`src/design/luhn_pkg.sv`:
```
// Shared types, constants and functions for the card number Luhn checker.
// Depends on nothing; every other file imports it.
`timescale 1ns / 1ps
`default_nettype none
package luhn_pkg;

   localparam int NUMBER_BITS = 27;
   localparam int KIND_BITS   = 2;
   localparam int TOTAL_BITS  = 7;
   localparam int DIGIT_BITS  = 4;
   localparam int DIGITS      = 8;

   // divide by ten: q = (x * RECIP_TEN) >> RECIP_SHIFT, exact for x < 2**30 / 6
   localparam int RECIP_SHIFT = 30;
   localparam logic [NUMBER_BITS-1:0] RECIP_TEN = NUMBER_BITS'(107374183);
   localparam int PROD_BITS = 64;

   localparam logic [NUMBER_BITS-1:0] TEN_POW_5 = NUMBER_BITS'(100000);
   localparam logic [NUMBER_BITS-1:0] TEN_POW_6 = NUMBER_BITS'(1000000);
   localparam logic [NUMBER_BITS-1:0] TEN_POW_7 = NUMBER_BITS'(10000000);
   localparam logic [NUMBER_BITS-1:0] TEN_POW_8 = NUMBER_BITS'(100000000);

   typedef enum logic [KIND_BITS-1:0] {
      KIND_A = 2'd0,
      KIND_B = 2'd1,
      KIND_C = 2'd2
   } luhn_kind_type;

   typedef enum logic [1:0] {
      STATUS_VALID    = 2'd0,
      STATUS_LENGTH   = 2'd1,
      STATUS_CHECKSUM = 2'd2
   } luhn_status_type;

   typedef struct packed {
      logic                   len_ok;
      logic [NUMBER_BITS-1:0] rest;
      logic [TOTAL_BITS-1:0]  total;
   } luhn_stage_type;

   function automatic logic length_matches(input logic [KIND_BITS-1:0] kind,
                                           input logic [NUMBER_BITS-1:0] num);
      logic ok;
      ok = 1'b0;
      unique case (kind)
         KIND_A:  ok = (num >= TEN_POW_7) && (num < TEN_POW_8);
         KIND_B:  ok = (num >= TEN_POW_6) && (num < TEN_POW_7);
         KIND_C:  ok = (num >= TEN_POW_5) && (num < TEN_POW_6);
         default: ok = 1'b0;
      endcase
      return ok;
   endfunction

   function automatic logic [DIGIT_BITS-1:0] luhn_double(input logic [DIGIT_BITS-1:0] dig);
      logic [DIGIT_BITS:0] dbl;
      dbl = {dig, 1'b0};
      if (dbl > 5'd9) begin
         dbl = dbl - 5'd9;
      end
      return dbl[DIGIT_BITS-1:0];
   endfunction

   function automatic logic [DIGIT_BITS-1:0] mod_ten(input logic [TOTAL_BITS-1:0] t);
      logic [TOTAL_BITS-1:0] r;
      priority if (t >= 7'd70) r = t - 7'd70;
      else if (t >= 7'd60) r = t - 7'd60;
      else if (t >= 7'd50) r = t - 7'd50;
      else if (t >= 7'd40) r = t - 7'd40;
      else if (t >= 7'd30) r = t - 7'd30;
      else if (t >= 7'd20) r = t - 7'd20;
      else if (t >= 7'd10) r = t - 7'd10;
      else                 r = t;
      return r[DIGIT_BITS-1:0];
   endfunction

endpackage
`default_nettype wire

```
`src/design/luhn_if.sv`:
```
// Request and response channel interfaces for the Luhn checker.
// Depends on luhn_pkg for field widths.
`timescale 1ns / 1ps
`default_nettype none
interface luhn_req_if;
   import luhn_pkg::*;
   logic                   valid;
   logic                   ready;
   logic [KIND_BITS-1:0]   card_kind;
   logic [NUMBER_BITS-1:0] card_value;
   modport source (output valid, output card_kind, output card_value, input ready);
   modport sink   (input valid, input card_kind, input card_value, output ready);
endinterface

`default_nettype wire

```
`src/design/luhn_input_stage.sv`:
```
// Input register: latches the request and its digit-count check.
// Depends on luhn_pkg and luhn_req_if.
`timescale 1ns / 1ps
`default_nettype none
module luhn_input_stage (
   input  wire logic                     clock,
   input  wire logic                     reset,
   luhn_req_if.sink                      req_chan,
   output      logic                     dn_valid,
   input  wire logic                     dn_ready,
   output      luhn_pkg::luhn_stage_type dn_data
);
   import luhn_pkg::*;

   logic           valid_ff;
   logic           valid_in;
   luhn_stage_type data_ff;
   luhn_stage_type data_in;
   logic           take;

   assign req_chan.ready = !valid_ff || dn_ready;
   assign take = req_chan.valid && req_chan.ready;

   always_comb begin
      valid_in       = req_chan.ready ? req_chan.valid : valid_ff;
      data_in.len_ok = length_matches(req_chan.card_kind, req_chan.card_value);
      data_in.rest   = req_chan.card_value;
      data_in.total  = '0;
   end

   always_ff @(posedge clock) begin
      if (reset) begin
         valid_ff <= 1'b0;
      end else begin
         valid_ff <= valid_in;
      end
   end

   always_ff @(posedge clock) begin
      if (take) begin
         data_ff <= data_in;
      end
   end

   assign dn_valid = valid_ff;
   assign dn_data  = data_ff;
endmodule
`default_nettype wire

```
`src/flat_wrapper.sv`:
```
// flat-port wrapper written by rule: the top's interface ports become plain ports
module luhn_input_stage_flat import luhn_pkg::*;
  (clock, reset, dn_valid, dn_ready, dn_data, req_chan_valid, req_chan_card_kind, req_chan_card_value, req_chan_ready);
  luhn_req_if req_chan_i ();
  input  wire logic clock;
  input  wire logic reset;
  output      logic dn_valid;
  input  wire logic dn_ready;
  output      luhn_pkg::luhn_stage_type dn_data;
  input wire logic [$bits(req_chan_i.valid)-1:0] req_chan_valid;
  input wire logic [$bits(req_chan_i.card_kind)-1:0] req_chan_card_kind;
  input wire logic [$bits(req_chan_i.card_value)-1:0] req_chan_card_value;
  output wire logic [$bits(req_chan_i.ready)-1:0] req_chan_ready;
  assign req_chan_i.valid = req_chan_valid;
  assign req_chan_i.card_kind = req_chan_card_kind;
  assign req_chan_i.card_value = req_chan_card_value;
  assign req_chan_ready = req_chan_i.ready;
  luhn_input_stage u_core (.clock(clock), .reset(reset), .req_chan(req_chan_i), .dn_valid(dn_valid), .dn_ready(dn_ready), .dn_data(dn_data));
endmodule
```
`config.mk`:
```
export PLATFORM = sky130hd
export DESIGN_NAME = luhn_input_stage_flat
export DESIGN_NICKNAME = d
export VERILOG_FILES = /design/src/design/luhn_pkg.sv /design/src/design/luhn_if.sv /design/src/design/luhn_input_stage.sv /design/src/flat_wrapper.sv
export SDC_FILE = /design/constraint.sdc
export NUM_CORES = 1
export LEC_CHECK = 0
export CAP_MARGIN = 10
export CORE_MARGIN = 1.5
export CORE_UTILIZATION = 47
export DETAILED_ROUTE_END_ITERATION = 6
export DONT_BUFFER_PORTS = 1
export SETUP_SLACK_MARGIN = 0.3
export SYNTH_ARGS = -nofsm -noshare
export SYNTH_HDL_FRONTEND = slang
export SYNTH_SLANG_ARGS = --single-unit
```
`constraint.sdc`:
```
create_clock -name clock -period 1.7 [get_ports clock]
set_input_delay 0.255 -clock clock [delete_from_list [all_inputs] [get_ports clock]]
set_output_delay 0.255 -clock clock [all_outputs]
set_load 0.005 [all_outputs]
```
# Word level (Yosys, flattened, before mapping)

Cells that the tools add are included.

Flip-flop bits (word level): 29
Bits of input ports: 33
Output and inout bits: 37
Word-level logic and storage cells: 19

$lt $le $gt $ge: 6
Equality and inequality tests: 2
Muxes and demuxes: 1
Reductions and logical operators: 7

Operator list:

| cell                 | count |
|---|---|
| $ge 27x17->1 const B | 1 |
| $ge 27x20->1 const B | 1 |
| $ge 27x24->1 const B | 1 |
| $lt 27x20->1 const B | 1 |
| $lt 27x24->1 const B | 1 |
| $lt 27x27->1 const B | 1 |
| $logic_and 1x1->1    | 4 |
| $pmux 1 s3           | 1 |
| $eq 2x1->1 const B   | 1 |
| $eq 2x2->1 const B   | 1 |
| $logic_not 2->1      | 1 |
| $logic_not 1->1      | 1 |
| $logic_or 1x1->1     | 1 |

# Logic depth before layout (Yosys ltp)

Word-level depth: 3
Depth in mapped cells: 5
Mapped depth without buffers: 5

# Least setup slack after synthesis

No wires, ideal clock.

Path kind: input -> register
Start: input req_chan_card_value[11]
End: register u_core.data_ff (netlist bit u_core.dn_data[34]), data pin
Library setup time: 136 ps
Arrival: 1563 ps
Data required time: 1564 ps
Setup slack: 1 ps
Stages on the path: 5
Path buffers: 0
Cells stage by stage: a211o_1 > a2111oi_2 > o211ai_1 > or4b_1 > nand3_1

RTL lines:

| element              | RTL line               | text |
|---|---|---|
| from (decl)          | flat_wrapper.sv:12     | `input wire logic [$bits(req_chan_i.card_value)-1:0] req_chan_card_value;` |
| to (signal assigned) | luhn_input_stage.sv:41 | `data_ff <= data_in;` |
| to (decl)            | luhn_input_stage.sv:17 | `luhn_stage_type data_ff;` |

==> results by group <==
Setup path
  – CP endpoint kind: register
  – Worst Setup Start Kind: primary input
  – CP Class: in2reg
  – Crit Path Max Fanout: 5
  – Worst EP required: 1.88 ns
  – Worst Path Arrival: 1.59 ns

STA
  – Final hold violation count: 0
  – Fin crit share: 82.98%
  – Final Setup Violations: 0
  – F_max: 0.7089 GHz
  – Final min period: 1.411 ns
  – Hold WS: 0.03251 ns
  – Clk_skew: 0.003058 ns
  – RSZ-0062 raised after global routing: true
  – Max Slew Vio Count: 0

Place
  – Gp weighted congestion: 0.8970
  – Placed cell areas: 1270 µm²
  – Port buffer count: 0
  – Detailed-placement wirelength estimate: 1776 µm

Synth
  – Synthesized cell area: 1241 µm²
  – Largest cells by area after synthesis: edfxtp_1 (68%), buf_4 (4.2%), nor4_1 (2.5%)
  – Yosys cell types: 30
  – Most common cell in the netlist: edfxtp_1
  – Avg Cell Area, Syn: 14.10 µm²
  – Post-synth top flop: edfxtp_1
  – Synth async-reset ratio: 0%
  – Post-synth top area cell: edfxtp_1
  – Number of synthesized flops with an enable pin: 28
  – Sequential area share after synthesis: 69.35%
  – Commonest cells in the netlist: edfxtp_1 (28), buf_4 (7), nor2_1 (6), nor4_1 (5)
  – Synth Warn #: 0
  – Flops & latches, synth: 29
  – Synthesized instance count: 88
  – Yosys top cell area share: 67.74%

Worst hold path
  – Hold crit path type: in2reg

Floorplanning
  – CORE AREA: 2477 µm²
  – Die height: 54.39 µm
  – # rows: 18
  – Die X: 54.39 µm
  – # IOs: 70
  – Effective utilization at floorplan: 50.10%
  – Die area: 2958 µm²

Clock tree
  – H-tree depth: 2
  – CTS tree: built
  – Cts bufs inserted: 5
  – CTS clock-pin slew for the worst setup and hold paths: 0.08 ns
  – Clock Tree Root: clkbuf_4
  – Clock buffer depth: 2
  – Later-pin clock latency in the skew report: 0.31 ns
  – Clock sink count: 29

Layout
  – Final instance area: 1420 µm²
  – Fin nets: 137
  – Ant. Diodes: 0
  – Layout area overhead: 14.42%
  – Layout cells sized above 1: 10.48%
  – Final Util: 57.32%

Routing
  – DR pass1 iterations: 4
  – Initial drt markers: 20
  – Routed Wire Length: 2505 µm
  – DRT antenna net count: 0
  – Avg WL per Cell: 18.56 µm
  – Remaining DRCs: 0
  – DR vias/cell: 5.948
  – Via count of the routed design: 803

Global route
  – Overflow after GRT: 0
  – Number of global-route vias before repair: 787
  – Total GRT Usage: 17.56%
  – Initial antenna violation count: 0
  – Largest net degree at the start of global routing: 18
  – First-pass GRT wire length: 3408 µm

Power
  – VDD IR max: 0.5610 mV
  – Leakage: 0.4664 nW
  – Power Density: 918.2 nW/µm²

Run status
  – Status: completed

Job
  – Max cap viols: 0
## final timing paths
path	startpoint	end	slack (ns)	cells past startpoint
max	req_chan_card_value[11]	u_core.dn_data[34]$_DFFE_PP_	0.29	5
min reg2reg	u_core.dn_valid$_SDFFE_PP0N_	u_core.dn_valid$_SDFFE_PP0N_	0.58	2
max reg2reg	u_core.dn_valid$_SDFFE_PP0N_	u_core.dn_data[22]$_DFFE_PP_	0.40	3
min	req_chan_card_value[6]	u_core.dn_data[13]$_DFFE_PP_	0.03	0
## where the power goes
| part | internal (W) | switching (W) | leakage [nW] | total (W) |
|---|---|---|---|---|
| logic | 0.0000402 | 0.0000394 | 0.160 | 0.0000796 |
| clock network | 0.000164 | 0.000207 | 0.0265 | 0.000371 |
| registers | 0.000834 | 0.0000194 | 0.280 | 0.000853 |
## critical path, cell delays in order
cell	delay (ns)
a211o_1	0.29
a2111oi_2	0.29
o211ai_1	0.14
or4b_1	0.52
nand3_1	0.09
## final cells by class
| class | count | area (µm²) |
|---|---|---|
| fill | 217 | 1057 |
| clock buffer | 8 | 48.80 |
| multi-input combinational | 57 | 361.6 |
| inverter | 1 | 3.754 |
| tap | 30 | 37.54 |
| timing repair buffer | 10 | 107.6 |
| sequential | 29 | 860.8 |
## metal layers
layer  up-vias  routed length (µm)  share of wire, %  global-route usage (%)
met1       372                 971                39                   20.07
met4         0                  49               2.0                   10.42
li1        373                   -                 -                       -
met5         -                   0                 0                       0
met3         7                 256                10                   12.30
met2        51                1227                49                   23.69
## logic make-up after synthesis
logic type | share of synthesized area, %
buffers and inverters | 4.536
flip-flops | 69.36
AND/OR/NAND/NOR | 15.73
AO/OA/AOI/OAI | 10.08
other | 0.3021
## timing repair
action	in CTS	in global routing
gates resized for setup	0	2
buffers inserted	0	1
setup endpoints to repair	0	1
endpoints found under the hold margin	1	7
hold buffers	1	7
## cell usage in the layout (no fill, tap or decap), types with 2 or more instances in the layout
cell,n
nand3_1,3
nand2_1,4
a211o_1,2
nor3_1,3
clkbuf_1,3
nand2b_1,2
nor4_1,4
o21a_1,2
nor2_1,6
nand4_1,2
conb_1,7
edfxtp_1,28
o21ai_0,2
o211ai_1,4
dlygate4sd3_1,8
clkbuf_4,5
## metrics by stage
stage	std cells	total power (W)	TNS, ns	setup WS, ns
2_1_floorplan	94	0.0009239	0	0.03423
3_3_place_gp	118	0.0009311	-0.0009251	-0.0009251
3_5_place_dp	118	0.0009335	-0.02860	-0.02860
4_1_cts	127	0.001307	0	0.3064
5_1_grt	135	0.001373	0	0.2558
6_report	135	0.001304	0	0.2893
## flip-flops by register name, indices dropped and copies added, names as in the netlist
| name | flops |
|---|---|
| u_core.dn_valid | 1 |
| u_core.dn_data | 28 |
(Power assumes the default switching activity.)
