[config.mk]
export PLATFORM = sky130hd
export DESIGN_NAME = luhn_result_stage_flat
export DESIGN_NICKNAME = d
export VERILOG_FILES = /design/src/design/luhn_pkg.sv /design/src/design/luhn_if.sv /design/src/design/luhn_result_stage.sv /design/src/flat_wrapper.sv
export SDC_FILE = /design/constraint.sdc
export NUM_CORES = 1
export LEC_CHECK = 0
export ABC_AREA = 1
export BUFFER_PORTS_ARGS = -buffer_cell sky130_fd_sc_hd__clkbuf_2
export CAP_MARGIN = 20
export CORE_MARGIN = 5
export CORE_UTILIZATION = 40
export CTS_CLUSTER_DIAMETER = 60
export CTS_CLUSTER_SIZE = 24
export DETAILED_ROUTE_END_ITERATION = 7
export HOLD_SLACK_MARGIN = 0.06
export PLACE_DENSITY = 0.78
export SETUP_SLACK_MARGIN = 0.2
export SLEW_MARGIN = 0
export SYNTH_ARGS = -nofsm -noshare
export SYNTH_HDL_FRONTEND = slang
export SYNTH_SLANG_ARGS = --single-unit
[constraint.sdc]
create_clock -name clock -period 2.2 [get_ports clock]
set_input_delay 0.22 -clock clock [delete_from_list [all_inputs] [get_ports clock]]
set_output_delay 0.22 -clock clock [all_outputs]
set_load 0.02 [all_outputs]
[src/design/luhn_pkg.sv]
// Shared types, constants and functions for the card number Luhn checker.
// Depends on nothing; every other file imports it.
`timescale 1ns / 1ps
`default_nettype none
package luhn_pkg;

   localparam int NUMBER_BITS = 27;
   localparam int KIND_BITS   = 2;
   localparam int TOTAL_BITS  = 7;
   localparam int DIGIT_BITS  = 4;
   localparam int DIGITS      = 8;

   // divide by ten: q = (x * RECIP_TEN) >> RECIP_SHIFT, exact for x < 2**30 / 6
   localparam int RECIP_SHIFT = 30;
   localparam logic [NUMBER_BITS-1:0] RECIP_TEN = NUMBER_BITS'(107374183);
   localparam int PROD_BITS = 64;

   localparam logic [NUMBER_BITS-1:0] TEN_POW_5 = NUMBER_BITS'(100000);
   localparam logic [NUMBER_BITS-1:0] TEN_POW_6 = NUMBER_BITS'(1000000);
   localparam logic [NUMBER_BITS-1:0] TEN_POW_7 = NUMBER_BITS'(10000000);
   localparam logic [NUMBER_BITS-1:0] TEN_POW_8 = NUMBER_BITS'(100000000);

   typedef enum logic [KIND_BITS-1:0] {
      KIND_A = 2'd0,
      KIND_B = 2'd1,
      KIND_C = 2'd2
   } luhn_kind_type;

   typedef enum logic [1:0] {
      STATUS_VALID    = 2'd0,
      STATUS_LENGTH   = 2'd1,
      STATUS_CHECKSUM = 2'd2
   } luhn_status_type;

   typedef struct packed {
      logic                   len_ok;
      logic [NUMBER_BITS-1:0] rest;
      logic [TOTAL_BITS-1:0]  total;
   } luhn_stage_type;

   function automatic logic length_matches(input logic [KIND_BITS-1:0] kind,
                                           input logic [NUMBER_BITS-1:0] num);
      logic ok;
      ok = 1'b0;
      unique case (kind)
         KIND_A:  ok = (num >= TEN_POW_7) && (num < TEN_POW_8);
         KIND_B:  ok = (num >= TEN_POW_6) && (num < TEN_POW_7);
         KIND_C:  ok = (num >= TEN_POW_5) && (num < TEN_POW_6);
         default: ok = 1'b0;
      endcase
      return ok;
   endfunction

   function automatic logic [DIGIT_BITS-1:0] luhn_double(input logic [DIGIT_BITS-1:0] dig);
      logic [DIGIT_BITS:0] dbl;
      dbl = {dig, 1'b0};
      if (dbl > 5'd9) begin
         dbl = dbl - 5'd9;
      end
      return dbl[DIGIT_BITS-1:0];
   endfunction

   function automatic logic [DIGIT_BITS-1:0] mod_ten(input logic [TOTAL_BITS-1:0] t);
      logic [TOTAL_BITS-1:0] r;
      priority if (t >= 7'd70) r = t - 7'd70;
      else if (t >= 7'd60) r = t - 7'd60;
      else if (t >= 7'd50) r = t - 7'd50;
      else if (t >= 7'd40) r = t - 7'd40;
      else if (t >= 7'd30) r = t - 7'd30;
      else if (t >= 7'd20) r = t - 7'd20;
      else if (t >= 7'd10) r = t - 7'd10;
      else                 r = t;
      return r[DIGIT_BITS-1:0];
   endfunction

endpackage
`default_nettype wire

[src/design/luhn_if.sv]
// Request and response channel interfaces for the Luhn checker.
// Depends on luhn_pkg for field widths.
`timescale 1ns / 1ps
`default_nettype none


interface luhn_rsp_if;
   import luhn_pkg::*;
   logic                  valid;
   logic                  ready;
   logic                  length_ok;
   logic [TOTAL_BITS-1:0] luhn_total;
   logic [DIGIT_BITS-1:0] total_last_digit;
   logic [1:0]            check_status;
   modport source (output valid, output length_ok, output luhn_total,
                   output total_last_digit, output check_status, input ready);
   modport sink   (input valid, input length_ok, input luhn_total,
                   input total_last_digit, input check_status, output ready);
endinterface
`default_nettype wire

[src/design/luhn_result_stage.sv]
// Result register: forms last digit and status, drives the response channel.
// Depends on luhn_pkg and luhn_rsp_if.
`timescale 1ns / 1ps
`default_nettype none
module luhn_result_stage (
   input  wire logic                     clock,
   input  wire logic                     reset,
   input  wire logic                     up_valid,
   output      logic                     up_ready,
   input  wire luhn_pkg::luhn_stage_type up_data,
   luhn_rsp_if.source                    rsp_chan
);
   import luhn_pkg::*;

   logic                  valid_ff;
   logic                  valid_in;
   logic                  len_ok_ff;
   logic [TOTAL_BITS-1:0] total_ff;
   logic [TOTAL_BITS-1:0] total_in;
   logic [DIGIT_BITS-1:0] last_ff;
   logic [DIGIT_BITS-1:0] last_in;
   luhn_status_type       status_ff;
   luhn_status_type       status_in;

   assign up_ready = !valid_ff || rsp_chan.ready;

   always_comb begin
      valid_in = up_ready ? up_valid : valid_ff;
      total_in = up_data.len_ok ? up_data.total : '0;
      last_in  = mod_ten(total_in);
      if (!up_data.len_ok) begin
         status_in = STATUS_LENGTH;
      end else if (last_in == '0) begin
         status_in = STATUS_VALID;
      end else begin
         status_in = STATUS_CHECKSUM;
      end
   end

   always_ff @(posedge clock) begin
      if (reset) begin
         valid_ff <= 1'b0;
      end else begin
         valid_ff <= valid_in;
      end
   end

   always_ff @(posedge clock) begin
      if (up_valid && up_ready) begin
         len_ok_ff <= up_data.len_ok;
         total_ff  <= total_in;
         last_ff   <= last_in;
         status_ff <= status_in;
      end
   end

   assign rsp_chan.valid            = valid_ff;
   assign rsp_chan.length_ok        = len_ok_ff;
   assign rsp_chan.luhn_total       = total_ff;
   assign rsp_chan.total_last_digit = last_ff;
   assign rsp_chan.check_status     = status_ff;
endmodule
`default_nettype wire

[src/flat_wrapper.sv]
// flat-port wrapper written by rule: the top's interface ports become plain ports
module luhn_result_stage_flat import luhn_pkg::*;
  (clock, reset, up_valid, up_ready, up_data, rsp_chan_valid, rsp_chan_length_ok, rsp_chan_luhn_total, rsp_chan_total_last_digit, rsp_chan_check_status, rsp_chan_ready);
  luhn_rsp_if rsp_chan_i ();
  input  wire logic clock;
  input  wire logic reset;
  input  wire logic up_valid;
  output      logic up_ready;
  input  wire luhn_pkg::luhn_stage_type up_data;
  output wire logic [$bits(rsp_chan_i.valid)-1:0] rsp_chan_valid;
  output wire logic [$bits(rsp_chan_i.length_ok)-1:0] rsp_chan_length_ok;
  output wire logic [$bits(rsp_chan_i.luhn_total)-1:0] rsp_chan_luhn_total;
  output wire logic [$bits(rsp_chan_i.total_last_digit)-1:0] rsp_chan_total_last_digit;
  output wire logic [$bits(rsp_chan_i.check_status)-1:0] rsp_chan_check_status;
  input wire logic [$bits(rsp_chan_i.ready)-1:0] rsp_chan_ready;
  assign rsp_chan_valid = rsp_chan_i.valid;
  assign rsp_chan_length_ok = rsp_chan_i.length_ok;
  assign rsp_chan_luhn_total = rsp_chan_i.luhn_total;
  assign rsp_chan_total_last_digit = rsp_chan_i.total_last_digit;
  assign rsp_chan_check_status = rsp_chan_i.check_status;
  assign rsp_chan_i.ready = rsp_chan_ready;
  luhn_result_stage u_core (.clock(clock), .reset(reset), .up_valid(up_valid), .up_ready(up_ready), .up_data(up_data), .rsp_chan(rsp_chan_i));
endmodule
== Word-level counts from Yosys, hierarchy flattened ==
Index checks and enable logic that the tools add are counted.

* Register bits: 15
* Input port bits: 39
* Output and inout bits: 16
* Logic and storage cells: 32

* Add/sub/neg operators: 7
* Magnitude comparators: 7
* Muxes and demuxes: 9
* Reduce and logical (&&, ||, !) cells: 4

{| class="wikitable"
|+ Operator list
! operator !! count
|-
| 2-to-1 mux 4 bit || 7
|-
| >= comparator 7 x 6 -> 1 bit (second input constant) || 3
|-
| subtractor 4 bit (second input constant) || 4
|-
| >= comparator 7 x 5 -> 1 bit (second input constant) || 2
|-
| subtractor 4 x 3 -> 4 bit (second input constant) || 2
|-
| >= comparator 7 x 4 -> 1 bit (second input constant) || 1
|-
| >= comparator 7 bit (second input constant) || 1
|-
| 2-to-1 mux 7 bit || 1
|-
| logical NOT 4 bit || 1
|-
| subtractor 4 x 2 -> 4 bit (second input constant) || 1
|-
| 2-to-1 mux 2 bit || 1
|-
| logical AND 1 bit || 1
|-
| logical NOT 1 bit || 1
|-
| logical OR 1 bit || 1
|}

== Longest topological paths before layout ==
Gate-level depths: netlist (run 1).

* Depth in word-level cells: 11
* Mapped depth: 18
* Depth with buffers taken out: 17

== Worst setup path before layout (run 1) ==
Ideal clock, no wire load.

* Path kind: input to register
* From: input up_data[34] (netlist name)
* To: register u_core.status_ff[1] (netlist: u_core.rsp_chan.check_status[1]), data pin
* Library setup time: 262 ps
* Arrival time: 1533 ps
* Data required time: 1938 ps
* Setup slack: 405 ps
* Cell stages on the path: 14
* Buffers on the path: 1
* Path through: buf_6 > nand2_2 > inv_1 > ha_1 > a21oi_2 > inv_1 > a21oi_1 > nand2_1 > nand2_1 > nand2_1 > nand2_1 > nand2_1 > nand2_1 > nand3_1

* Word-level cells in the longest chain between the ends: 11
* Elaborated cells on any way between the ends: 24
* Classes of those cells: add/sub (7); order compare (7); mux (9); reduce/logical (1)

{| class="wikitable"
|+ Ends and longest elaborated chain
! what !! RTL line !! source
|-
| from (decl) || flat_wrapper.sv:9 || <nowiki>input wire luhn_pkg::luhn_stage_type up_data;</nowiki>
|-
| 2-to-1 mux 7 bit * || luhn_result_stage.sv:29 || <nowiki>total_in = up_data.len_ok ? up_data.total : '0;</nowiki>
|-
| named net u_core.total_in[2] || luhn_result_stage.sv:19 || <nowiki>logic [TOTAL_BITS-1:0] total_in;</nowiki>
|-
| >= comparator 7 x 4 -> 1 bit / subtractor 4 bit (equally long branches) || luhn_pkg.sv:71 || <nowiki>else if (t >= 7'd10) r = t - 7'd10;</nowiki>
|-
| 2-to-1 mux 4 bit || luhn_pkg.sv:71 ||
|-
| 2-to-1 mux 4 bit || luhn_pkg.sv:70 || <nowiki>else if (t >= 7'd20) r = t - 7'd20;</nowiki>
|-
| 2-to-1 mux 4 bit || luhn_pkg.sv:69 || <nowiki>else if (t >= 7'd30) r = t - 7'd30;</nowiki>
|-
| 2-to-1 mux 4 bit || luhn_pkg.sv:68 || <nowiki>else if (t >= 7'd40) r = t - 7'd40;</nowiki>
|-
| 2-to-1 mux 4 bit || luhn_pkg.sv:67 || <nowiki>else if (t >= 7'd50) r = t - 7'd50;</nowiki>
|-
| 2-to-1 mux 4 bit || luhn_pkg.sv:66 || <nowiki>else if (t >= 7'd60) r = t - 7'd60;</nowiki>
|-
| 2-to-1 mux 4 bit * || luhn_pkg.sv:65 || <nowiki>priority if (t >= 7'd70) r = t - 7'd70;</nowiki>
|-
| logical NOT 4 bit * || luhn_result_stage.sv:33 || <nowiki>end else if (last_in == '0) begin</nowiki>
|-
| 2-to-1 mux 2 bit * || luhn_result_stage.sv:33 ||
|-
| to (signal assigned) || luhn_result_stage.sv:53 || <nowiki>status_ff <= status_in;</nowiki>
|-
| to (decl) || luhn_result_stage.sv:22 || <nowiki>luhn_status_type status_ff;</nowiki>
|}

The timed path passes the listed nets; every way through them passes the cells marked *.
A chain may end at the register's enable or synchronous reset.

== Final worst setup path (run 1) ==
Ends and elaborated chain as after synthesis.

==> impl_metrics.env, run 1 <==
export IMPL_fillerInstances=259
export IMPL_finClkSkew_ns=0.00222
export IMPL_tightest_slew_ns=0.271
export IMPL_grt_start_max_net_pins=14
export IMPL_fmax_ghz=0.539
export IMPL_fin_setup_tns_ns=0
export IMPL_grt_pass1_wl_mm=3.75
export IMPL_die_x_um=61.8
export IMPL_powerDensity_nw_per_um2=525
export IMPL_relSlewSlack_pct=81.8
export IMPL_seq_area_frac_synth_pct=38.2
export IMPL_cts_tree="built"
export IMPL_final_setup_viol_count=0
export IMPL_grt_usage_pct=13.1
export IMPL_synth_nets=188
export IMPL_dieArea_um2=3820
export IMPL_initial_core_util_pct=42.6
export IMPL_insertion_delay_ns=0.28
export IMPL_regArea_um2=410
export IMPL_yosysTopAreaCellShare_pct=36.4
export IMPL_reg2reg_from="u_core.rsp_chan.valid"
export IMPL_synth_largest_area_cell="edfxtp_1"
export IMPL_syn_to_final_growth_pct=21.7
export IMPL_ys_top_cells_by_area="edfxtp_1 36%, nand2_1 14%, ha_1 7.0%, inv_1 7.0%, nand3_1 6.1%"
export IMPL_crit_type="in -> reg"
export IMPL_dp_hpwl_mm=1.95
export IMPL_nets=225
export IMPL_hold_viol=0
export IMPL_worstPathRequired_ns=2.23
export IMPL_grt_pass1_vias=916
export IMPL_clk_pin_slew_ns=0.07
export IMPL_root_buffer="clkbuf_4"
export IMPL_drive_above_1_share_pct=33.5
export IMPL_cts_max_path_buffers=2
export IMPL_gp_congestion=0.900
export IMPL_min_period_ns=1.85
export IMPL_grt_antenna_before_repair=0
export IMPL_multiInputGateArea_um2=543
export IMPL_htreeDepth=1
export IMPL_r2r_end="u_core.rsp_chan.luhn_total[2]"
export IMPL_power_uw=685
export IMPL_hold_buffers=0
export IMPL_slew_viol_final=0
export IMPL_num_antenna_cells=0
export IMPL_portBuffers=27
export IMPL_outcome="finished clean"
export IMPL_drt_pass1_iterations=4
export IMPL_clock_sinks=14
export IMPL_leakage_uw=0.000733
export IMPL_core_um2=2520
export IMPL_whs_path_depth=2
export IMPL_cts_buffers=3
export IMPL_via_per_inst=4.89
export IMPL_syn_cell_area_um2=1070
export IMPL_worst_ep_arrival_time_ns=1.88
export IMPL_drt_iter0_markers=31
export IMPL_ys_types=22
export IMPL_holdPathEnd="u_core.rsp_chan.valid"
export IMPL_vdd_drop_max_uv=369
export IMPL_critPathCaptureType="register"
export IMPL_maxCapViolations=0
export IMPL_antenna_left=0
export IMPL_min_from="reset"
export IMPL_crit_path_start_kind="input pin"
export IMPL_overflow=0
export IMPL_rows=18
export IMPL_postCtsSetupRepairBufs=0
export IMPL_post_route_period_util_pct=84.3
export IMPL_route_detailed_drc=0
export IMPL_hp_class="in -> reg"
export IMPL_regToRegSetupSlack_ns=1.22
export IMPL_ff2ff_path_depth=2
export IMPL_io_pins=55
export IMPL_vias=1021
export IMPL_crit_fanout=8
export IMPL_netlist_instances=143
export IMPL_rsz0062_at_grt="no"
export IMPL_die_h_um=61.8
export IMPL_ys_ff_latch=14
export IMPL_ctsResizeCount=0
export IMPL_postRouteWirelength_mm=2.27
export IMPL_syn_avg_cell_area_um2=7.51
export IMPL_yosys_warnings=0
export IMPL_detail_route_wl_per_cell_um=10.9
-- logic make-up (layout without fill, tap and decap cells) --
group                    after synthesis  after routing  synth area share, %
AND/OR/NAND/NOR                       75             75                 31.8
AO/OA/AOI/OAI                         17             17                 10.1
buffers and inverters                 29             65                 11.2
flip-flops                            14             14                 38.2
XOR/XNOR                               2              2                 1.63
adder cells (fa/ha/maj)                6              6                 6.99
-- worst max-delay path by stage --
stage,from,to,cells after the start
finish,up_data[34],u_core.rsp_chan.check_status[1],14
global placement,up_data[34],u_core.rsp_chan.check_status[1],15
global route,up_data[34],u_core.rsp_chan.check_status[1],14
detailed placement,up_data[34],u_core.rsp_chan.check_status[1],14
floorplan,up_data[34],u_core.rsp_chan.check_status[1],14
CTS,up_data[34],u_core.rsp_chan.check_status[1],14
-- through the flow --
step | setup slack [ns] | util [%] | cell area, um^2 | hold slack (ns) | std cells
6_report | 0.345 | 51.8 | 1310 | 0.0885 | 209
5_1_grt | 0.212 | 51.8 | 1310 | 0.0696 | 209
4_1_cts | 0.372 | 51.8 | 1310 | 0.0776 | 209
3_5_place_dp | 0.0729 | 50.7 | 1280 | 0.381 | 205
3_3_place_gp | 0.108 | 50.7 | 1280 | 0.379 | 205
2_1_floorplan | 0.405 | - | 1070 | 0.289 | 143
-- critical path: stages --
cell      delay [ns]
clkbuf_2        0.23
nand2_2         0.14
inv_1           0.19
ha_1            0.30
xor2_1          0.17
inv_1           0.07
a21oi_1         0.14
nand2_1         0.07
nand2_1         0.06
nand2_1         0.05
nand2_1         0.05
nand2_1         0.04
nand2_1         0.07
nand3_1         0.07
-- cells in the final DEF, fill, tap and decap left out, types with 3 or more instances in the layout --
cell type and instances:
inv_2 7, nor2_1 9, ha_1 6, nand2_1 41
inv_1 20, buf_4 7, nor2_2 3, clkbuf_4 3
clkbuf_2 27, nand2_2 6, edfxtp_1 13, nand3_1 13
a21oi_1 10
-- sequential cells by signal (all words and copies together) (netlist names) --
signal,count
u_core.rsp_chan.luhn_total,6
u_core.rsp_chan.total_last_digit,4
u_core.rsp_chan.check_status,2
u_core.rsp_chan.length_ok,1
u_core.rsp_chan.valid,1
-- layout make-up --
| class | instances | share of cell area, % |
|---|---|---|
| clock buffer | 4 | 2.01 |
| timing repair buffer | 34 | 14.4 |
| multi-input combinational | 100 | 41.6 |
| tap | 30 | 2.87 |
| inverter | 27 | 7.76 |
| sequential | 14 | 31.4 |
-- where the power goes --
group,switching (uW),internal (uW)
clock,74.0,70.4
combinational,144,76.1
sequential,5.42,315
total,224,462
-- routing by layer --
metal  track usage [%]  up-vias  share of wire, %
met2              21.8       43                45
met4              7.58        0               2.2
met5                 0        -                 0
met3              1.65        5               9.8
met1              16.1      447                43
li1                  -      526                 -
-- synthesized netlist by cell type (all sizes together) --
master and number:
nand2 49, inv 27, nand3 14, edfxtp 13
nor2 12, a21oi 11, ha 6, o21ai 3
buf 2, xor2 2, a31oi 1, dfxtp 1
o211ai 1, o31ai 1
(Power assumes the default switching activity.)
==> run 2, diff against run 1 <==
--- a/config.mk
+++ b/config.mk
@@ -14,7 +14,7 @@
 export CTS_CLUSTER_SIZE = 24
 export DETAILED_ROUTE_END_ITERATION = 7
 export HOLD_SLACK_MARGIN = 0.06
-export PLACE_DENSITY = 0.78
+export PLACE_DENSITY = 0.81
 export SETUP_SLACK_MARGIN = 0.2
 export SLEW_MARGIN = 0
 export SYNTH_ARGS = -nofsm -noshare
==> constraint.sdc (replaced) <==
create_clock -name clock -period 1.7 [get_ports clock]
set_input_delay 0.17 -clock clock [delete_from_list [all_inputs] [get_ports clock]]
set_output_delay 0.17 -clock clock [all_outputs]
set_load 0.02 [all_outputs]
==> impl_metrics.env, run 2 (synthesis results as in run 1) <==
export IMPL_grt_start_max_net_pins=14
export IMPL_core_um2=2520
export IMPL_crit_path_start_kind="input pin"
export IMPL_min_period_ns=1.68
export IMPL_vdd_drop_max_uv=530
export IMPL_p_sw_uw=376
export IMPL_min_from="up_valid"
export IMPL_reg2reg_from="u_core.rsp_chan.valid"
export IMPL_combPwrFrac_pct=40.0
export IMPL_numPlacedInstances=228
export IMPL_grt_usage_pct=19.4
export IMPL_detail_route_wl_per_cell_um=15.2
export IMPL_critPathBufInv=4
export IMPL_crit_path_start="up_data[34]"
export IMPL_largest_reg_flops=6
export IMPL_post_route_period_util_pct=98.5
export IMPL_grt_pass1_vias=1199
export IMPL_layoutNonFillerInstCount=238
export IMPL_crit_type="in -> reg"
export IMPL_pre_cts_ws_ns=-0.240
export IMPL_grt_pass1_wl_mm=5.29
export IMPL_hold_viol=0
export IMPL_tightest_slew_ns=0.311
export IMPL_hp_class="in -> reg"
export IMPL_slew_viol_final=0
export IMPL_clk_pin_slew_ns=0.08
export IMPL_dieArea_um2=3820
export IMPL_root_buffer="clkbuf_4"
export IMPL_insertion_delay_ns=0.29
export IMPL_powerDensity_nw_per_um2=624
export IMPL_cp_cell_sequence="buf_8 -> buf_12 -> buf_4 -> nand2_4 -> nand2_4 -> inv_2 -> nand2_2 -> nor2_2 -> nand2_1 -> nand2_1 -> nand2_1 -> nand2_1 -> nand2_2 -> nand2_2 -> nand2_2 -> a21oi_2 -> nand3_1"
export IMPL_use_met2_pct=36.3
export IMPL_htreeDepth=1
export IMPL_finClkSkew_ns=0.00125
export IMPL_layout_common_cells="33 x buf_4, 32 x nand2_1, 26 x clkbuf_2, 15 x inv_1, 13 x edfxtp_1"
export IMPL_cp_top_family="simple AND/OR/NAND/NOR gates"
export IMPL_worst_ep_arrival_time_ns=1.72
export IMPL_grt_antenna_before_repair=0
export IMPL_critPathCaptureType="register"
export IMPL_relSlewSlack_pct=79.3
export IMPL_crit_fanout=8
export IMPL_syn_to_final_growth_pct=63.4
export IMPL_leakage_uw=0.000907
export IMPL_num_antenna_cells=0
export IMPL_die_x_um=61.8
export IMPL_cts_buffers=3
export IMPL_postLayoutCoreUtil_pct=69.5
export IMPL_switching_share_pct=34.3
export IMPL_grt_met3_usage_pct=3.10
export IMPL_final_setup_viol_count=0
export IMPL_slowest_stage="buf_12"
export IMPL_cts_tree="built"
export IMPL_die_h_um=61.8
export IMPL_maxCapViolations=0
export IMPL_dp_hpwl_mm=2.28
export IMPL_p_seq_share_pct=37.9
export IMPL_grt_use_met1_pct=19.5
export IMPL_clock_sinks=14
export IMPL_nets=254
export IMPL_fmax_ghz=0.597
export IMPL_initial_core_util_pct=42.6
export IMPL_gp_congestion=0.984
export IMPL_postRouteWirelength_mm=3.61
export IMPL_rsz0062_at_grt="yes"
export IMPL_route_detailed_drc=0
export IMPL_vias=1253
export IMPL_outcome="finished clean"
export IMPL_worst_slack_ns=0.0249
export IMPL_drt_iter0_markers=31
export IMPL_power_internal_uw=719
export IMPL_slowest_delay_ns=0.14
export IMPL_rows=18
export IMPL_cts_max_path_buffers=2
export IMPL_drt_pass1_iterations=4
export IMPL_via_per_inst=5.26
export IMPL_portBuffers=27
export IMPL_io_pins=55
export IMPL_grt_busiest_layer="met2"
export IMPL_clockPowerShare_pct=22.1
export IMPL_worstPathRequired_ns=1.75
export IMPL_drive_above_1_share_pct=56.3
export IMPL_mostFrequentLayoutCell="buf_4"
export IMPL_antenna_left=0
export IMPL_overflow=0
run 2: final timing paths:
kind	endpoint	slack [ns]	depth (start not counted)
setup reg to reg	u_core.rsp_chan.length_ok	0.70	2
hold / removal	u_core.rsp_chan.valid	0.12	3
hold reg to reg	u_core.rsp_chan.valid	0.51	2
setup / recovery	u_core.rsp_chan.check_status[1]	0.02	17
run 2: power groups by stage:
stage,Combinational [uW],Clock [uW],Sequential [uW]
after floorplan,183,0,456
after global placement,350,0,422
after detailed placement,357,0,424
after CTS,388,242,416
after global routing,474,256,417
final,438,242,415
run 2: through the flow:
stage,instance area [um^2],hold WS [ns],setup TNS [ns],power (uW)
after floorplan,1150,0.239,0,639
after global placement,1530,0.327,-0.415,772
after detailed placement,1530,0.329,-0.610,780
after CTS,1670,0.120,0,1050
after global routing,1750,0.125,-0.132,1150
final,1750,0.117,0,1090
run 2: repair_timing:
item | 4_1_cts | 5_1_grt
pin swaps | 13 | 21
hold buffers | 1 | 0
endpoints found under the hold margin | 1 | 0
setup endpoints to repair | 4 | 4
resized for setup | 19 | 16
buffers inserted | 1 | 4
run 2: layout make-up:
cell class	count	area [um^2]
Tap cell	30	37.5
Sequential cell	14	410
Timing Repair Buffer	63	434
Clock buffer	4	36.3
Inverter	27	114
Multi-Input combinational cell	100	722
Fill cell	189	768
run 2: routing by layer:
| layer | up-vias | routed length, um |
|---|---|---|
| li1 | 586 | - |
| met5 | - | 0 |
| met3 | 17 | 249 |
| met1 | 571 | 1320 |
| met4 | 0 | 176 |
| met2 | 79 | 1870 |
run 2: worst min-delay path: cells and delay by family:
family	cells	cell delay [ns]
compound gates	1	0.06
buf+inv	2	0.14
==> run 3, diff against run 2 <==
--- a/config.mk
+++ b/config.mk
@@ -14,7 +14,7 @@
 export CTS_CLUSTER_SIZE = 24
 export DETAILED_ROUTE_END_ITERATION = 7
 export HOLD_SLACK_MARGIN = 0.06
-export PLACE_DENSITY = 0.81
+export PLACE_DENSITY = 0.78
 export SETUP_SLACK_MARGIN = 0.2
 export SLEW_MARGIN = 0
 export SYNTH_ARGS = -nofsm -noshare
==> constraint.sdc (replaced) <==
create_clock -name clock -period 1.6 [get_ports clock]
set_input_delay 0.16 -clock clock [delete_from_list [all_inputs] [get_ports clock]]
set_output_delay 0.16 -clock clock [all_outputs]
set_load 0.02 [all_outputs]
==> impl_metrics.env, run 3 (synthesis results as in run 1) <==
export IMPL_outcome="finished, violations left"
export IMPL_violations="setup timing"
export IMPL_dp_hpwl_mm=2.38
export IMPL_portBuffers=27
export IMPL_detail_route_wl_per_cell_um=12.7
export IMPL_via_per_inst=5.03
export IMPL_whs_path_depth=2
export IMPL_antenna_left=0
export IMPL_rsz0062_at_grt="yes"
export IMPL_relSlewSlack_pct=80.7
export IMPL_regToRegSetupSlack_ns=0.62
export IMPL_root_buffer="clkbuf_4"
export IMPL_worst_slack_ns=-0.0754
export IMPL_powerDensity_nw_per_um2=656
export IMPL_fillerInstances=200
export IMPL_leakage_uw=0.000887
export IMPL_numPlacedInstances=228
export IMPL_grt_start_max_net_pins=14
export IMPL_postRouteWirelength_mm=3.01
export IMPL_num_antenna_cells=0
export IMPL_critPathCaptureType="register"
export IMPL_htreeDepth=1
export IMPL_pre_cts_ws_ns=-0.325
export IMPL_syn_to_final_growth_pct=58.4
export IMPL_cts_buffers=3
export IMPL_clk_pin_slew_ns=0.08
export IMPL_nets=254
export IMPL_placed_cell_area_um2=1540
export IMPL_grt_pass1_vias=1152
export IMPL_slew_viol_final=0
export IMPL_drt_pass1_iterations=4
export IMPL_die_x_um=61.8
export IMPL_die_h_um=61.8
export IMPL_drt_iter0_markers=37
export IMPL_grt_antenna_before_repair=0
export IMPL_cts_max_path_buffers=2
export IMPL_multiInputGateArea_um2=672
export IMPL_layout_common_cells="35 x nand2_1, 34 x buf_4, 26 x clkbuf_2, 15 x inv_1, 13 x edfxtp_1"
export IMPL_mostFrequentLayoutCell="nand2_1"
export IMPL_finalInstanceArea_um2=1700
export IMPL_largest_reg_flops=6
export IMPL_insertion_delay_ns=0.27
export IMPL_clock_sinks=14
export IMPL_route_detailed_drc=0
export IMPL_finClkSkew_ns=0.000707
export IMPL_core_um2=2520
export IMPL_tightest_slew_ns=0.290
export IMPL_regArea_um2=410
export IMPL_hp_class="in -> reg"
export IMPL_rows=18
export IMPL_post_route_period_util_pct=105
export IMPL_worst_ep_arrival_time_ns=1.70
export IMPL_ff2ff_path_depth=2
export IMPL_dieArea_um2=3820
export IMPL_final_setup_viol_count=3
export IMPL_grt_usage_pct=16.3
export IMPL_io_pins=55
export IMPL_vdd_drop_max_uv=524
export IMPL_vias=1196
export IMPL_drive_above_1_share_pct=53.4
export IMPL_layoutNonFillerInstCount=238
export IMPL_min_period_ns=1.68
export IMPL_gp_congestion=0.921
export IMPL_cts_tree="built"
export IMPL_grt_pass1_wl_mm=4.63
export IMPL_worstPathRequired_ns=1.62
export IMPL_maxCapViolations=0
export IMPL_crit_fanout=6
export IMPL_crit_type="in -> reg"
export IMPL_crit_path_start_kind="input pin"
export IMPL_initial_core_util_pct=42.6
export IMPL_overflow=0
export IMPL_hold_viol=0
export IMPL_fmax_ghz=0.597
[run 3: cell counts in the layout (fill, tap and decap cells not counted)]
Identical to the previous run, type by type.
[run 3: stage by stage]
step	power [uW]	setup TNS, ns	util, %	hold slack (ns)
2_1_floorplan	680	-0.0277	-	0.229
3_3_place_gp	818	-0.766	60.9	0.316
3_5_place_dp	832	-0.960	60.9	0.347
4_1_cts	1090	0	64.9	0.192
5_1_grt	1180	-0.644	67.4	0.162
6_report	1110	-0.106	67.4	0.168
[run 3: area by class of cell]
class                      instances  area share [%]
clock buffer                       4            2.13
inverter                          27            6.70
multi-input combinational        100            39.5
sequential                        14            24.1
tap                               30            2.21
timing repair buffer              63            25.3
[run 3: routing by layer]
metal / global-route usage, % / part of all wire, %
met5: 0 / 0
met4: 5.76 / 3.0
met3: 2.07 / 5.1
met2: 33.2 / 54
met1: 16.5 / 38
[run 3: power breakdown]
| part | internal, uW | switching (uW) |
|---|---|---|
| logic | 181 | 250 |
| clock network | 138 | 103 |
| registers | 434 | 7.66 |
| total | 753 | 362 |
[run 3: what timing repair did]
action,in CTS,in global routing
pin swaps,10,13
hold buffers,1,0
resized for setup,14,8
hold endpoints to repair,1,0
buffers inserted,0,5
setup endpoints to repair,4,4
[run 3: worst max-delay path, cell delays in order]
cell and delay, ns:
buf_8 0.10, buf_12 0.14, nand2_8 0.06, inv_6 0.03, ha_4 0.15, nand2_1 0.07, nor2_1 0.06, nor2_2 0.19
nand2_2 0.10, nand2_2 0.08, nand3_2 0.08, nand2_1 0.06, nand2_1 0.04, nand2_1 0.06, nand2_1 0.05, nand2_1 0.05
nand2_1 0.04, nand2_1 0.08, nand3_1 0.08
[run 3: path summary, 6_finish.rpt]
kind | from | end
worst min-delay path | up_data[34] | u_core.rsp_chan.length_ok
worst min register to register | u_core.rsp_chan.valid | u_core.rsp_chan.valid
worst max register to register | u_core.rsp_chan.valid | u_core.rsp_chan.total_last_digit[2]
worst max-delay path | up_data[34] | u_core.rsp_chan.check_status[1]
